[src/rtl/rti_alu.sv]
// ============================================================================
// rti_alu : shared wide adder/subtractor
// The shared arithmetic unit of the block: Booth steps, sign folding,
// comparisons and restoring division steps all go through it.
// ============================================================================
module rti_alu #(
  parameter int W = 148
) (
  input  logic [W-1:0] opa,
  input  logic [W-1:0] opb,
  input  logic         sub,
  output logic [W-1:0] sum,
  output logic         neg
);
  logic [W-1:0] b_eff;

  assign b_eff = sub ? ~opb : opb;
  assign sum   = opa + b_eff + W'(sub);
  assign neg   = sum[W-1];
endmodule

[config.mk]
export PLATFORM = sky130hd
export DESIGN_NAME = rti_alu
export DESIGN_NICKNAME = d
export VERILOG_FILES = /design/src/rtl/rti_alu.sv
export SDC_FILE = /design/constraint.sdc
export NUM_CORES = 1
export LEC_CHECK = 0
export BUFFER_PORTS_ARGS = -buffer_cell sky130_fd_sc_hd__buf_2
export CAP_MARGIN = 20
export CORE_MARGIN = 5
export CORE_UTILIZATION = 36
export DETAILED_ROUTE_END_ITERATION = 7
export PLACE_DENSITY = 0.65
export SETUP_SLACK_MARGIN = 0.5
export SYNTH_ARGS = -nofsm -noshare
export SYNTH_HDL_FRONTEND = slang
export SYNTH_SLANG_ARGS = --single-unit
[constraint.sdc]
create_clock -name vclk -period 8.1
set_input_delay 1.62 -clock vclk [all_inputs]
set_output_delay 1.62 -clock vclk [all_outputs]
set_load 0.005 [all_outputs]
==> results.md <==
* Post-Synth XOR/XNOR Area at 22.1%
* Die H at 190 microns
* Register area share after synthesis at 0%
* Cells after synthesis at between 1,500 and 2,000
* Crit end category: output pin
* DPL Wire Length at 45.9 mm
* Mean Syn Cell Area at 6.54 sq um
* Initial core utilization at 36.1%
* Startpoint Class: input port
* Max Cap Viol at 0
* Mux cell area share after synthesis at less than 1%
* Synth Area in Adders at 16.3%
* Peak supply drop at between 0.00005 and 0.00006 V
* Final setup fails at 0
* Synth Net Count at 2,232
* Top post-synthesis cells by area: ha_1, xor2_1, a21oi_1, xnor2_1, o21ai_0
* DRT iter0 DRCs at 993
* Commonest non-fill, non-tap cell in the layout: buf_2
* Final core occ at 44.0%
* Final worst path period share at between 90% and 100%
* Multi-input gate area at 11,100 sq um
* Vias at approximately 15,000
* Die footprint at about 36,000 sq um
* Final hold violation count at 0
* Pins Over Slew Limit at 0
* PwrDens at between 100 and 150 nW/um^2
* Peak Freq at 134 MHz
* FF+latch area at 0 sq um
* Top cell type by total area after synthesis: ha_1
* Synth cell types at 83
* Status: finished clean
* Most frequent cells in the layout: buf_2, a21oi_1, xor2_1, nand2_1, nor2_1
* Overall power at 1.89 mW
* Leakage at 6.67 nW
* Die width at 190 microns
* DRC errors left at 0
* # fillers at ~3,600
* CTS Hold Buffers Added at 0
* Post-Synth Simple-Gate Area at 22.8%
* GRT overflow at 0
* I/O pin cnt at 446
* Number of clock buffers in the layout at 0
* Post-synthesis cell area at 11,700 sq um
* Compound-cell area share of the yosys netlist at approximately 33%
* Gr usage total at 26.7%
* First-pass GRT wire length at between 70 and 80 mm
* Vias in the first global route at 14,600
* YS warnings at 0
* Minimum clock period at 7.47 ns
* Slew margin rel. at about half
* Crit Path Category: in -> out
* Largest net degree at the start of global routing at 57
* WL/cell at 20.5 microns
* P&R area growth vs syn at 21.9%
* Antenna Nets Post-Route at 0
* RSZ-0062 raised after global routing: false
* Iteration count of the initial detailed-routing pass at 8
* # rows at 66
* Sequential cell count at 0
* WP data arrival at approximately 5.9 ns
* Initial antenna violation count at 0
* IO buf count at 446
* Largest family of logic cells by synthesized area: compound AO/OA/AOI/OAI gates
* Nets at 2,577
* WP data required at 6.48 ns
* Fraction of layout cells with a size suffix above 1 at 24.0%
* CORE AREA at 32,300 sq um
* RePlAce Congestion at 0.991
* Post-route setup TNS at 0 ns
* Vias per std cell at 5.75
* Routed WL at 52.6 mm
* Worst Tran Pin Value at 0.752 ns
* Worst Path Max Fanout at 34
* Tightest Hold Check Type: in -> out
* Post-synth top area share at 16.1%
## synthesized netlist by cell type, types with 23 or more instances
master,n
o21bai_1,47
xor2_1,206
nand2_1,159
a21o_1,70
ha_1,150
clkbuf_1,86
nand3_1,27
o21a_1,23
o21ai_0,127
nand4_1,92
inv_1,49
nor2_1,150
nor3_1,38
a21oi_1,234
xnor2_1,89
## layer usage
layer  up-vias  global-route usage (%)  part of all wire [%]
met5         -                       0                     0
met4         0                    5.31                   2.3
li1       7142                       -                     -
met3        71                    2.11                   6.9
met2       660                    46.6                    47
met1      6913                    36.3                    44
## repair_timing
item,CTS,global route
endpoints found under the setup margin,4,26
resized for setup,2,18
buffers inserted,0,4
gates cloned,0,1
pin swaps,0,2
## final timing paths
check / start / end / slack, ns / cells past startpoint
min: opa[0] / sum[0] / 3.57 / 3
max: sub / sum[135] / 0.63 / 16
## through the flow
stage                     std cells  hold slack (ns)  instance area (sq um)  setup WS [ns]
after floorplan                1784             3.29                  11700           1.08
after CTS                      2564             3.58                  14100          0.493
after detailed placement       2564             3.58                  14100          0.410
after global routing           2569             3.61                  14200          0.537
after global placement         2564             3.58                  14100          0.420
final                          2570             3.57                  14200          0.629
## critical path: stages
cell	delay, ns
buf_12	0.23
xor2_1	0.21
ha_1	0.32
a21oi_1	0.28
o21ai_0	0.17
a221o_1	0.42
a21oi_1	0.23
and3_1	0.24
o221ai_1	0.21
a211o_1	0.43
a31oi_2	0.44
o211a_1	0.33
o21ai_1	0.17
a21oi_1	0.20
xnor2_1	0.18
buf_2	0.16
## area by class of cell
class              instances  share of cell area (%)
diodes                     1                  0.0176
well taps                442                    3.89
inverters                 49                    1.29
multi-input cells       1617                    77.8
repair buffers           461                    17.0
## report_power, final
part             total [mW]  switching [mW]  internal, mW
clock          0.0000000245               0  0.0000000245
combinational          1.89            1.14         0.753
sequential                0               0             0
## cells by family (layout without fill, tap and decap cells)
kind of cell / count (synthesis) / in the layout
AOI/OAI and AO/OA: 616 / 616
adders and majority gates: 151 / 151
and+or+nand+nor: 554 / 554
muxes: 1 / 1
xor gates and xnor gates: 295 / 295
buffers and inverters: 167 / 510
other: 0 / 1
Note: power is estimated with default switching activity, not from simulation.
