$ cat config.mk
export PLATFORM = sky130hd
export DESIGN_NAME = rti_seq
export DESIGN_NICKNAME = d
export VERILOG_FILES = /design/src/rtl/rti_pkg.sv /design/src/rtl/rti_seq.sv
export SDC_FILE = /design/constraint.sdc
export NUM_CORES = 1
export LEC_CHECK = 0
export BUFFER_PORTS_ARGS = -buffer_cell sky130_fd_sc_hd__buf_4
export CORE_MARGIN = 2
export CORE_UTILIZATION = 55
export CTS_BUF_LIST = sky130_fd_sc_hd__clkbuf_8 sky130_fd_sc_hd__clkbuf_16
export DETAILED_ROUTE_END_ITERATION = 12
export GPL_TIMING_DRIVEN = 1
export PLACE_DENSITY_LB_ADDON = 0.08
export SLEW_MARGIN = 25
export SYNTH_ARGS = -nofsm -noshare
export SYNTH_HDL_FRONTEND = slang
export SYNTH_SLANG_ARGS = --single-unit
export TNS_END_PERCENT = 30
$ cat constraint.sdc
create_clock -name clk -period 4.49 [get_ports clk]
set_input_delay 0.2245 -clock clk [delete_from_list [all_inputs] [get_ports clk]]
set_output_delay 0.2245 -clock clk [all_outputs]
set_load 0.05 [all_outputs]
$ cat src/rtl/rti_pkg.sv
// ============================================================================
// rti_pkg : shared types, codes and micro-program for the ray/triangle test
// Holds the sequencer state type, control and status bundles, and the
// multiply-accumulate program that builds the cross and dot products.
// ============================================================================
package rti_pkg;

  localparam int COORD_WIDTH_DEF = 32;
  localparam int FRAC_BITS_DEF   = 16;

  localparam int STEP_W      = 5;
  localparam int N_MAC_STEPS = 24;

  // input opcodes
  localparam logic OPC_LOAD = 1'b0;
  localparam logic OPC_RAY  = 1'b1;

  // configuration register indexes
  localparam logic CFG_DET_THRESHOLD = 1'b0;
  localparam logic CFG_MIN_DISTANCE  = 1'b1;

  // miss reasons
  localparam logic [2:0] RSN_HIT      = 3'd0;
  localparam logic [2:0] RSN_PARALLEL = 3'd1;
  localparam logic [2:0] RSN_U_OUT    = 3'd2;
  localparam logic [2:0] RSN_V_OUT    = 3'd3;
  localparam logic [2:0] RSN_BEHIND   = 3'd4;

  // operand codes
  localparam logic [4:0] OP_E1X = 5'd0;
  localparam logic [4:0] OP_E1Y = 5'd1;
  localparam logic [4:0] OP_E1Z = 5'd2;
  localparam logic [4:0] OP_E2X = 5'd3;
  localparam logic [4:0] OP_E2Y = 5'd4;
  localparam logic [4:0] OP_E2Z = 5'd5;
  localparam logic [4:0] OP_SX  = 5'd6;
  localparam logic [4:0] OP_SY  = 5'd7;
  localparam logic [4:0] OP_SZ  = 5'd8;
  localparam logic [4:0] OP_DX  = 5'd9;
  localparam logic [4:0] OP_DY  = 5'd10;
  localparam logic [4:0] OP_DZ  = 5'd11;
  localparam logic [4:0] OP_HX  = 5'd12;
  localparam logic [4:0] OP_HY  = 5'd13;
  localparam logic [4:0] OP_HZ  = 5'd14;
  localparam logic [4:0] OP_QX  = 5'd15;
  localparam logic [4:0] OP_QY  = 5'd16;
  localparam logic [4:0] OP_QZ  = 5'd17;

  // accumulator destinations
  localparam logic [3:0] DST_HX = 4'd0;
  localparam logic [3:0] DST_HY = 4'd1;
  localparam logic [3:0] DST_HZ = 4'd2;
  localparam logic [3:0] DST_QX = 4'd3;
  localparam logic [3:0] DST_QY = 4'd4;
  localparam logic [3:0] DST_QZ = 4'd5;
  localparam logic [3:0] DST_A  = 4'd6;
  localparam logic [3:0] DST_U  = 4'd7;
  localparam logic [3:0] DST_V  = 4'd8;
  localparam logic [3:0] DST_T  = 4'd9;

  typedef enum logic [3:0] {
    S_IDLE,
    S_MLOAD,
    S_MRUN,
    S_FOLD,
    S_CDET,
    S_CU,
    S_VSUM,
    S_VCMP,
    S_DOVF,
    S_DRUN,
    S_TMIN,
    S_PLOAD,
    S_PRUN,
    S_FIN
  } state_t;

  typedef struct packed {
    state_t              state;
    logic [STEP_W-1:0]   step;
    logic                last_iter;
  } ctrl_t;

  typedef struct packed {
    logic alu_neg;
    logic a_zero;
    logic u_neg;
    logic v_neg;
    logic t_neg;
    logic out_free;
  } stat_t;

  typedef struct packed {
    logic [4:0] msel;
    logic [4:0] qsel;
    logic       neg;
    logic       first;
    logic       last;
    logic [3:0] dest;
  } mac_op_t;

  function automatic mac_op_t mk(input logic [4:0] m, input logic [4:0] q, input logic n,
                                 input logic f, input logic l, input logic [3:0] d);
    mac_op_t r;
    r.msel  = m;
    r.qsel  = q;
    r.neg   = n;
    r.first = f;
    r.last  = l;
    r.dest  = d;
    return r;
  endfunction

  // h = d x e2, q = s x e1, a = e1.h, U = s.h, V = d.q, T = e2.q
  function automatic mac_op_t mac_prog(input logic [STEP_W-1:0] idx);
    mac_op_t r;
    case (idx)
      5'd0:    r = mk(OP_DY, OP_E2Z, 1'b0, 1'b1, 1'b0, DST_HX);
      5'd1:    r = mk(OP_DZ, OP_E2Y, 1'b1, 1'b0, 1'b1, DST_HX);
      5'd2:    r = mk(OP_DZ, OP_E2X, 1'b0, 1'b1, 1'b0, DST_HY);
      5'd3:    r = mk(OP_DX, OP_E2Z, 1'b1, 1'b0, 1'b1, DST_HY);
      5'd4:    r = mk(OP_DX, OP_E2Y, 1'b0, 1'b1, 1'b0, DST_HZ);
      5'd5:    r = mk(OP_DY, OP_E2X, 1'b1, 1'b0, 1'b1, DST_HZ);
      5'd6:    r = mk(OP_SY, OP_E1Z, 1'b0, 1'b1, 1'b0, DST_QX);
      5'd7:    r = mk(OP_SZ, OP_E1Y, 1'b1, 1'b0, 1'b1, DST_QX);
      5'd8:    r = mk(OP_SZ, OP_E1X, 1'b0, 1'b1, 1'b0, DST_QY);
      5'd9:    r = mk(OP_SX, OP_E1Z, 1'b1, 1'b0, 1'b1, DST_QY);
      5'd10:   r = mk(OP_SX, OP_E1Y, 1'b0, 1'b1, 1'b0, DST_QZ);
      5'd11:   r = mk(OP_SY, OP_E1X, 1'b1, 1'b0, 1'b1, DST_QZ);
      5'd12:   r = mk(OP_HX, OP_E1X, 1'b0, 1'b1, 1'b0, DST_A);
      5'd13:   r = mk(OP_HY, OP_E1Y, 1'b0, 1'b0, 1'b0, DST_A);
      5'd14:   r = mk(OP_HZ, OP_E1Z, 1'b0, 1'b0, 1'b1, DST_A);
      5'd15:   r = mk(OP_HX, OP_SX,  1'b0, 1'b1, 1'b0, DST_U);
      5'd16:   r = mk(OP_HY, OP_SY,  1'b0, 1'b0, 1'b0, DST_U);
      5'd17:   r = mk(OP_HZ, OP_SZ,  1'b0, 1'b0, 1'b1, DST_U);
      5'd18:   r = mk(OP_QX, OP_DX,  1'b0, 1'b1, 1'b0, DST_V);
      5'd19:   r = mk(OP_QY, OP_DY,  1'b0, 1'b0, 1'b0, DST_V);
      5'd20:   r = mk(OP_QZ, OP_DZ,  1'b0, 1'b0, 1'b1, DST_V);
      5'd21:   r = mk(OP_QX, OP_E2X, 1'b0, 1'b1, 1'b0, DST_T);
      5'd22:   r = mk(OP_QY, OP_E2Y, 1'b0, 1'b0, 1'b0, DST_T);
      5'd23:   r = mk(OP_QZ, OP_E2Z, 1'b0, 1'b0, 1'b1, DST_T);
      default: r = mk(OP_E1X, OP_E1X, 1'b0, 1'b0, 1'b0, DST_HX);
    endcase
    return r;
  endfunction

endpackage

$ cat src/rtl/rti_seq.sv
// ============================================================================
// rti_seq : sequencer for the ray/triangle test
// Steps the shared unit through the product program, sign fold, bound
// checks, division and hit-point accumulation.
// ============================================================================
module rti_seq #(
  parameter int COORD_WIDTH = rti_pkg::COORD_WIDTH_DEF
) (
  input  logic           clk,
  input  logic           rst_n,
  input  logic           ray_go,
  input  rti_pkg::stat_t stat,
  output rti_pkg::ctrl_t ctrl
);
  import rti_pkg::*;

  localparam int IW = $clog2(COORD_WIDTH + 1);

  state_t            state_r, state_nxt;
  logic [STEP_W-1:0] step_r, step_nxt;
  logic [IW-1:0]     iter_r, iter_nxt;
  logic              last_iter;

  always_ff @(posedge clk) begin
    if (!rst_n) begin
      state_r <= S_IDLE;
      step_r  <= '0;
      iter_r  <= '0;
    end else begin
      state_r <= state_nxt;
      step_r  <= step_nxt;
      iter_r  <= iter_nxt;
    end
  end

  always_comb begin
    case (state_r)
      S_MRUN, S_PRUN: last_iter = (iter_r == IW'(COORD_WIDTH));
      S_DRUN:         last_iter = (iter_r == IW'(COORD_WIDTH - 2));
      default:        last_iter = 1'b0;
    endcase
  end

  always_comb begin
    state_nxt = state_r;
    step_nxt  = step_r;
    iter_nxt  = iter_r;
    case (state_r)
      S_IDLE: begin
        step_nxt = '0;
        if (ray_go) state_nxt = S_MLOAD;
      end
      S_MLOAD: begin
        iter_nxt  = '0;
        state_nxt = S_MRUN;
      end
      S_MRUN: begin
        iter_nxt = iter_r + IW'(1);
        if (last_iter) begin
          if (step_r == STEP_W'(N_MAC_STEPS - 1)) begin
            step_nxt  = '0;
            state_nxt = S_FOLD;
          end else begin
            step_nxt  = step_r + STEP_W'(1);
            state_nxt = S_MLOAD;
          end
        end
      end
      S_FOLD: begin
        step_nxt = step_r + STEP_W'(1);
        if (step_r == STEP_W'(3)) state_nxt = S_CDET;
      end
      S_CDET: state_nxt = (stat.a_zero || stat.alu_neg) ? S_FIN : S_CU;
      S_CU:   state_nxt = (stat.u_neg || stat.alu_neg) ? S_FIN : S_VSUM;
      S_VSUM: state_nxt = S_VCMP;
      S_VCMP: state_nxt = (stat.v_neg || stat.alu_neg || stat.t_neg) ? S_FIN : S_DOVF;
      S_DOVF: begin
        iter_nxt  = '0;
        state_nxt = stat.alu_neg ? S_DRUN : S_TMIN;
      end
      S_DRUN: begin
        iter_nxt = iter_r + IW'(1);
        if (last_iter) state_nxt = S_TMIN;
      end
      S_TMIN: begin
        step_nxt  = '0;
        state_nxt = stat.alu_neg ? S_PLOAD : S_FIN;
      end
      S_PLOAD: begin
        iter_nxt  = '0;
        state_nxt = S_PRUN;
      end
      S_PRUN: begin
        iter_nxt = iter_r + IW'(1);
        if (last_iter) begin
          if (step_r == STEP_W'(2)) begin
            state_nxt = S_FIN;
          end else begin
            step_nxt  = step_r + STEP_W'(1);
            state_nxt = S_PLOAD;
          end
        end
      end
      S_FIN: if (stat.out_free) state_nxt = S_IDLE;
      default: state_nxt = S_IDLE;
    endcase
  end

  assign ctrl.state     = state_r;
  assign ctrl.step      = step_r;
  assign ctrl.last_iter = last_iter;
endmodule

==> results.toml, run 1 <==
[status]
outcome = "finished clean"

[die]
rows = 16
dieWidth_um = 50.78
pin_count = 19
die_y_um = 50.78
start_util = 0.5953
dieArea_um2 = 2579
core_um2 = 2022

[timing]
finalSetupViolations = 0
fmax_ghz = 0.4221
worstMarginPinSlew_ns = 0.7828
drv_slew = 0
fin_crit_ns = 2.369
setup-tns-final_ns = 0
finalHoldViolations = 0
fin_ws_ns = 2.121
relSlewSlack = 0.4774
rsz0062_at_grt = "no"
finalCritPeriodShare = 0.5276
fin_skew_ns = 0.001828

[clock_network]
h-tree-depth = 1
clk_latency_ns = 0.24
cts_setup_buffers = 0
clockRootBuffer = "clkbuf_8"
clock_path_buffers = 2
clock-sinks = 15
cts_buffers = 3
cts_tree = "yes"
path_clk_slew_ns = 0.06
hold_buffers = 0
post_cts_resized = 0

[logic_synthesis]
syn_inst = 155
netlist-cell-type-count = 54
yosysWarningCount = 0
synth_top_area_cell = "dfxtp_1"
syn_nets = 167
synth_seq_cells = 15
syn-cell-area_um2 = 1204
avgSynthCellArea_um2 = 7.766
yosys-top-cells-area = "dfxtp_1 25%, a21oi_1 6.2%, o21ai_0 5.4%"
synth_edf_count = 0
synth-main-ff-cell = "dfxtp_1"
yosysSeqAreaShare = 0.2495
async_flop_share = 0
netlist.area_leader.share = 0.2495

[worst_setup_path]
crit_slowest_cell = "dfxtp_1"
cp.required_ns = 4.63
worstSetupPathType = "flop to flop"
cp_top_family = "simple AND/OR/NAND/NOR gates"
crit_chain = "or3b_1 > nor4_1 > o22ai_1 > a32o_1"
cp.arrival_ns = 2.51
max_stage_delay_ns = 0.83
cp_max_fo = 26
cp-start-kind = "flop"
cp-end-kind = "flop"
worst-path-buf-inv = 0

[final_layout]
n_antenna_cell = 0
final_cell_mix = "18 x buf_4, 17 x nor2_1, 15 x a21oi_1, 15 x dfxtp_1, 13 x o21ai_0"
final_common_cell = "buf_4"
drive_above_1_share = 0.1807
fin_nets = 179
postLayoutCellArea_um2 = 1369
synthToLayoutAreaGrowth_pct = 13.72

[route]
dr.pass1.iters = 4
drtIter0Drc = 34
route.vias.total = 1256
drt-total-wl_mm = 2.846
vias_per_cell = 6.508
drc = 0
ant_nets = 0
avgRoutedWirePerCell_um = 14.75

[global_route]
grt_max_degree = 29
grt_overflow = 0
grtUsageTotal = 0.2431
grt_pass1_wl_mm = 4.878
antenna_found_initial = 0
grt_pass1_vias = 1067

[run]
maxCapViolations = 0

[placement]
place_area_um2 = 1323
io_buffer_count = 18
hpwl_mm = 2.015
detailedPlace.worstSlack_ns = 2.216
place.gp.congestion = 0.9113

[pwr]
powerDensity_nw_per_um2 = 535.5
leakage_nw = 0.5099
ir_worst_vdd_uv = 379.7

[worst_hold_path]
hold_class = "input pin to flop"
metal layers:
| metal | track usage | vias up | share of wire |
|---|---|---|---|
| li1 | - | 627 | - |
| met1 | 0.3431 | 604 | 0.48 |
| met2 | 0.3882 | 25 | 0.49 |
| met3 | 0.03571 | 0 | 0.034 |
| met4 | 0.05856 | 0 | 0 |
| met5 | 0 | - | 0 |
stage by stage:
stage / hold slack, ns / total power [mW] / cells / utilization
floorplan: 0.4877 / 0.5345 / 155 / -
global placement: 0.5110 / 0.6108 / 189 / 0.6541
detailed placement: 0.5342 / 0.6198 / 189 / 0.6541
CTS: 0.2892 / 0.7318 / 193 / 0.6770
global route: 0.3049 / 0.7962 / 193 / 0.6770
finish: 0.2906 / 0.7329 / 193 / 0.6770
cell families after synthesis:
kind of cell / Yosys count / synth area share
AOI/OAI and AO/OA: 57 / 0.3212
DFF: 15 / 0.2495
buffers and inverters: 15 / 0.05405
and+or+nand+nor: 64 / 0.3368
xor gates and xnor gates: 1 / 0.007278
adders and majority gates: 3 / 0.03119
worst register-to-register path, stage by stage (launching register included):
cell and delay [ns]:
dfxtp_1 0.83, or3b_1 0.45, nor4_1 0.51, o22ai_1 0.19, a32o_1 0.28
cell usage after synthesis, drive strengths merged (3+ instances only):
cell type / count
o311a: 3
ha: 3
nor4: 5
nor2: 17
o22ai: 4
nand2: 6
clkbuf: 5
inv: 4
nand2b: 4
buf: 6
nor3: 4
and3: 3
nor3b: 3
nand3: 5
o21ai: 13
a32o: 3
a21oi: 16
dfxtp: 15
flip-flops by register name, summed over array words and instances, names as in the netlist:
signal   count
iter_r       6
step_r       5
state_r      4
power breakdown:
part	total, mW	internal, mW	leakage, nW	switching, mW
clock	0.110	0.0614	0.0255	0.0483
combinational	0.394	0.160	0.362	0.234
sequential	0.229	0.155	0.122	0.0745
final timing paths:
kind,start,to,slack (ns),depth (start not counted)
setup reg to reg,state_r[2],step_r[3],2.12,4
setup / recovery,state_r[2],step_r[3],2.12,4
hold reg to reg,step_r[1],step_r[1],0.54,2
hold / removal,rst_n,iter_r[4],0.29,3
area by class of cell:
type	instances	area [um2]
repair buffers	18	135.1
multi-input cells	125	838.3
inverters	4	15.01
fillers	185	653.1
clock buffers	3	41.29
clock inverters	1	5.005
flip-flops and latches	15	300.3
well taps	27	33.78
Power figures use the tool's default switching activity.
==> inputs of run 2 (changes only) <==
Settings changed: CORE_UTILIZATION 55 to 50.
Clock period 4.49 ns to 2.1 ns, I/O delays scaled along.
==> results.toml, run 2 (same netlist as run 1, synthesis figures left out) <==
[clock_network]
h-tree-depth = 1
cts_buffers = 3
path_clk_slew_ns = 0.06
clk_latency_ns = 0.25
clock-sinks = 15
cts_tree = "yes"
cts_setup_buffers = 0
clockRootBuffer = "clkbuf_8"
clock_path_buffers = 2

[route]
avgRoutedWirePerCell_um = 15.52
vias_per_cell = 6.439
route.vias.total = 1320
drt-total-wl_mm = 3.182
dr.pass1.iters = 4
ant_nets = 0
drtIter0Drc = 12
drc = 0

[die]
core_um2 = 2255
dieArea_um2 = 2816
pin_count = 19
dieWidth_um = 53.07
rows = 17
die_y_um = 53.07
start_util = 0.5339

[timing]
fin_crit_ns = 2.083
finalCritPeriodShare = 0.9920
drv_slew = 0
finalHoldViolations = 0
setup-tns-final_ns = 0
fmax_ghz = 0.4801
fin_ws_ns = 0.01689
fin_skew_ns = 0.001636
rsz0062_at_grt = "yes"
worstMarginPinSlew_ns = 0.4992
relSlewSlack = 0.6625
finalSetupViolations = 0
whs_ns = 0.1778

[worst_setup_path]
cp.required_ns = 2.28
r2r_cells = 7
cp-end-kind = "flop"
reg2reg_to = "step_r[1]"
cp.arrival_ns = 2.26
rrSetupSlack_ns = 0.02
r2r-start = "step_r[0]"
crit_chain = "inv_2 > ha_1 > nor4b_1 > or3b_1 > or4_4 > a211o_1 > a21oi_2"
cp_top_family = "simple AND/OR/NAND/NOR gates"
worstSetupPathType = "flop to flop"
crit_cells = 7
cp-start-kind = "flop"
setup.worst_path.end = "step_r[1]"
startpoint = "step_r[0]"
worst-path-buf-inv = 1
max_stage_delay_ns = 0.46
cp_max_fo = 4
crit_slowest_cell = "or4_4"

[status]
outcome = "finished clean"

[final_layout]
drive_above_1_share = 0.2655
final_util = 0.6532
final_common_cell = "buf_4"
fin_nets = 190
synthToLayoutAreaGrowth_pct = 22.35
n_antenna_cell = 0
final_cell_mix = "29 x buf_4, 17 x nor2_1, 14 x a21oi_1, 13 x o21ai_0, 11 x dfxtp_1"
top_regs = "iter_r (6), step_r (5), state_r (4)"
finalNonFillerCells = 205
largest_register_ffs = 6
top_register = "iter_r"

[pwr]
seqPwrFrac = 0.249
leakage_nw = 0.5727
pwr-share-clk = 0.138
p_switching_mw = 0.8068
powerDensity_nw_per_um2 = 1158
pwr-share-comb = 0.612
power.share.switching = 0.4732
intPower_mw = 0.8984
ir_worst_vdd_uv = 934.4

[placement]
hpwl_mm = 2.371
dp.cells = 201
place.gp.congestion = 0.7671
io_buffer_count = 18
detailedPlace.worstSlack_ns = 0.02369

[global_route]
grtUsageTotal = 0.2590
grt_pass1_vias = 1214
antenna_found_initial = 0
grt_max_degree = 15
grt_pass1_wl_mm = 5.361
grt_overflow = 0

[run]
maxCapViolations = 0

[worst_hold_path]
hold_class = "input pin to flop"
run 2: changes by cell type in the layout (fill, tap and decap cells not counted), sizes merged:
cell | previous run | this run
buf | 18 | 29
run 2: cell type report:
cell class                      count  area (um2)
Tap cell                           28       35.03
Clock inverter                      1       5.005
Fill cell                         205       782.0
Multi-Input combinational cell    125       850.8
Clock buffer                        3       41.29
Sequential cell                    15       307.8
Timing Repair Buffer               29       217.7
Inverter                            4       15.01
run 2: metrics by stage:
stage	power, mW	cell area [um2]
after floorplan	1.148	1211
after global placement	1.410	1414
after detailed placement	1.435	1414
after CTS	1.676	1460
after global routing	1.836	1473
final	1.705	1473
run 2: tightest hold or removal path, stage by stage:
cell and delay, ns:
buf_4 0.16, o21ai_0 0.08, a21oi_1 0.04
run 2: layer usage:
metal / track usage / share of wire
met3: 0.04520 / 0.037
met4: 0.08974 / 0.0088
met5: 0 / 0
met1: 0.3115 / 0.46
met2: 0.4583 / 0.49
run 2: what timing repair did:
item,in CTS,in global routing
setup endpoints to repair,0,5
resized for setup,0,2
hold buffers,0,0
run 2: power groups by stage:
stage	Sequential, mW	Combinational [mW]	Clock, mW
after floorplan	0.511	0.637	0
after global placement	0.426	0.984	0
after detailed placement	0.428	1.01	0
after CTS	0.422	1.01	0.243
after global routing	0.438	1.14	0.256
final	0.425	1.04	0.236
run 2: worst min path at each step:
stage | start | endpoint | slack, ns | cells past startpoint
2_1_floorplan | rst_n | iter_r[3] | 0.45 | 3
5_1_grt | rst_n | iter_r[3] | 0.18 | 3
6_report | rst_n | iter_r[3] | 0.18 | 3
4_1_cts | rst_n | iter_r[3] | 0.17 | 3
3_5_place_dp | rst_n | iter_r[3] | 0.44 | 3
3_3_place_gp | rst_n | iter_r[3] | 0.43 | 3
==> inputs of run 3 (changes only) <==
Settings changed: CELL_PAD_IN_SITES_DETAIL_PLACEMENT from default to 0, CELL_PAD_IN_SITES_GLOBAL_PLACEMENT from default to 1, CORE_UTILIZATION 50 to 33, RECOVER_POWER from default to 50.
==> results.toml, run 3 (same netlist as run 1, synthesis figures left out) <==
[status]
outcome = "finished clean"

[placement]
detailedPlace.worstSlack_ns = 0.02660
place.gp.congestion = 0.8078
io_buffer_count = 18
place_area_um2 = 1429
hpwl_mm = 2.437
dp.cells = 218

[worst_setup_path]
cp-start-kind = "flop"
max_stage_delay_ns = 0.52
worstSetupPathType = "flop to flop"
rrSetupSlack_ns = 0.02
cp.arrival_ns = 2.26
cp-end-kind = "flop"
cp_top_family = "simple AND/OR/NAND/NOR gates"
cp.required_ns = 2.28
cp_max_fo = 4
worst-path-buf-inv = 1
crit_chain = "inv_4 > ha_4 > nor4b_4 > or3b_1 > or4_4 > a211o_1 > a21oi_2"
crit_slowest_cell = "or4_4"

[clock_network]
post_cts_resized = 0
hold_buffers = 0
cts_tree = "yes"
clockRootBuffer = "clkbuf_8"
h-tree-depth = 1
path_clk_slew_ns = 0.07
cts_setup_buffers = 0
clock-sinks = 15
clk_latency_ns = 0.25
cts_buffers = 3
clock_path_buffers = 2

[pwr]
leakage_nw = 0.5732
powerDensity_nw_per_um2 = 1145
ir_worst_vdd_uv = 522.6
p_total_mw = 1.739

[die]
dieWidth_um = 64.40
core_um2 = 3416
rows = 21
start_util = 0.3524
die_y_um = 64.40
dieArea_um2 = 4147
pin_count = 19

[timing]
fin_skew_ns = 0.006722
whs_ns = 0.1741
fin_ws_ns = 0.02009
finalSetupViolations = 0
worstMarginPinSlew_ns = 0.4310
finalCritPeriodShare = 0.9904
fin_crit_ns = 2.080
relSlewSlack = 0.7123
setup-tns-final_ns = 0
finalHoldViolations = 0
drv_slew = 0
fmax_ghz = 0.4808
rsz0062_at_grt = "yes"

[route]
route.vias.total = 1317
ant_nets = 0
dr.pass1.iters = 5
avgRoutedWirePerCell_um = 14.86
vias_per_cell = 5.932
drc = 0
drt-total-wl_mm = 3.298
drtIter0Drc = 103

[global_route]
grt_max_degree = 17
antenna_found_initial = 0
grt_pass1_vias = 1178
grtUsageTotal = 0.1647
grt_overflow = 0
grt_pass1_wl_mm = 5.506

[final_layout]
final_util = 0.4447
postLayoutCellArea_um2 = 1519
top_register = "iter_r"
n_antenna_cell = 0
top_regs = "iter_r (6), step_r (5), state_r (4)"
final_common_cell = "buf_4"
fin_nets = 189
synthToLayoutAreaGrowth_pct = 26.20
final_cell_mix = "28 x buf_4, 17 x nor2_1, 14 x a21oi_1, 13 x o21ai_0, 11 x dfxtp_1"
drive_above_1_share = 0.2727
finalNonFillerCells = 222
largest_register_ffs = 6

[run]
maxCapViolations = 0

[worst_hold_path]
hold_class = "input pin to flop"
==> run 3: power breakdown <==
group | internal, mW | switching [mW] | total (mW)
Clock | 0.134 | 0.113 | 0.247
Combinational | 0.436 | 0.629 | 1.07
Sequential | 0.335 | 0.0909 | 0.426
Total | 0.905 | 0.833 | 1.74
==> run 3: final timing paths <==
| path | depth (start not counted) | to | startpoint |
|---|---|---|---|
| max reg2reg | 7 | step_r[1] | step_r[0] |
| min reg2reg | 2 | step_r[1] | step_r[1] |
| max | 7 | step_r[1] | step_r[0] |
| min | 3 | iter_r[3] | rst_n |
==> run 3: worst register-to-register path, cell delays in order (launching register included) <==
cell	delay [ns]
dfxtp_4	0.37
inv_4	0.05
ha_4	0.14
nor4b_4	0.13
or3b_1	0.37
or4_4	0.52
a211o_1	0.32
a21oi_2	0.11
==> run 3: cell type report <==
cell class,count,area [um2]
clock buffers,3,41.29
clock inverters,1,6.256
fillers,362,1897
inverters,4,17.52
multi-input cells,125,878.3
flip-flops and latches,15,307.8
well taps,46,57.56
repair buffers,28,210.2
==> run 3: per-layer routing <==
metal | track usage | part of all wire | vias to the layer above
met1 | 0.2190 | 0.48 | 637
met3 | 0.03697 | 0.036 | 6
li1 | - | - | 653
met4 | 0.02926 | 0.0058 | 0
met5 | 0 | 0 | -
met2 | 0.2747 | 0.48 | 21
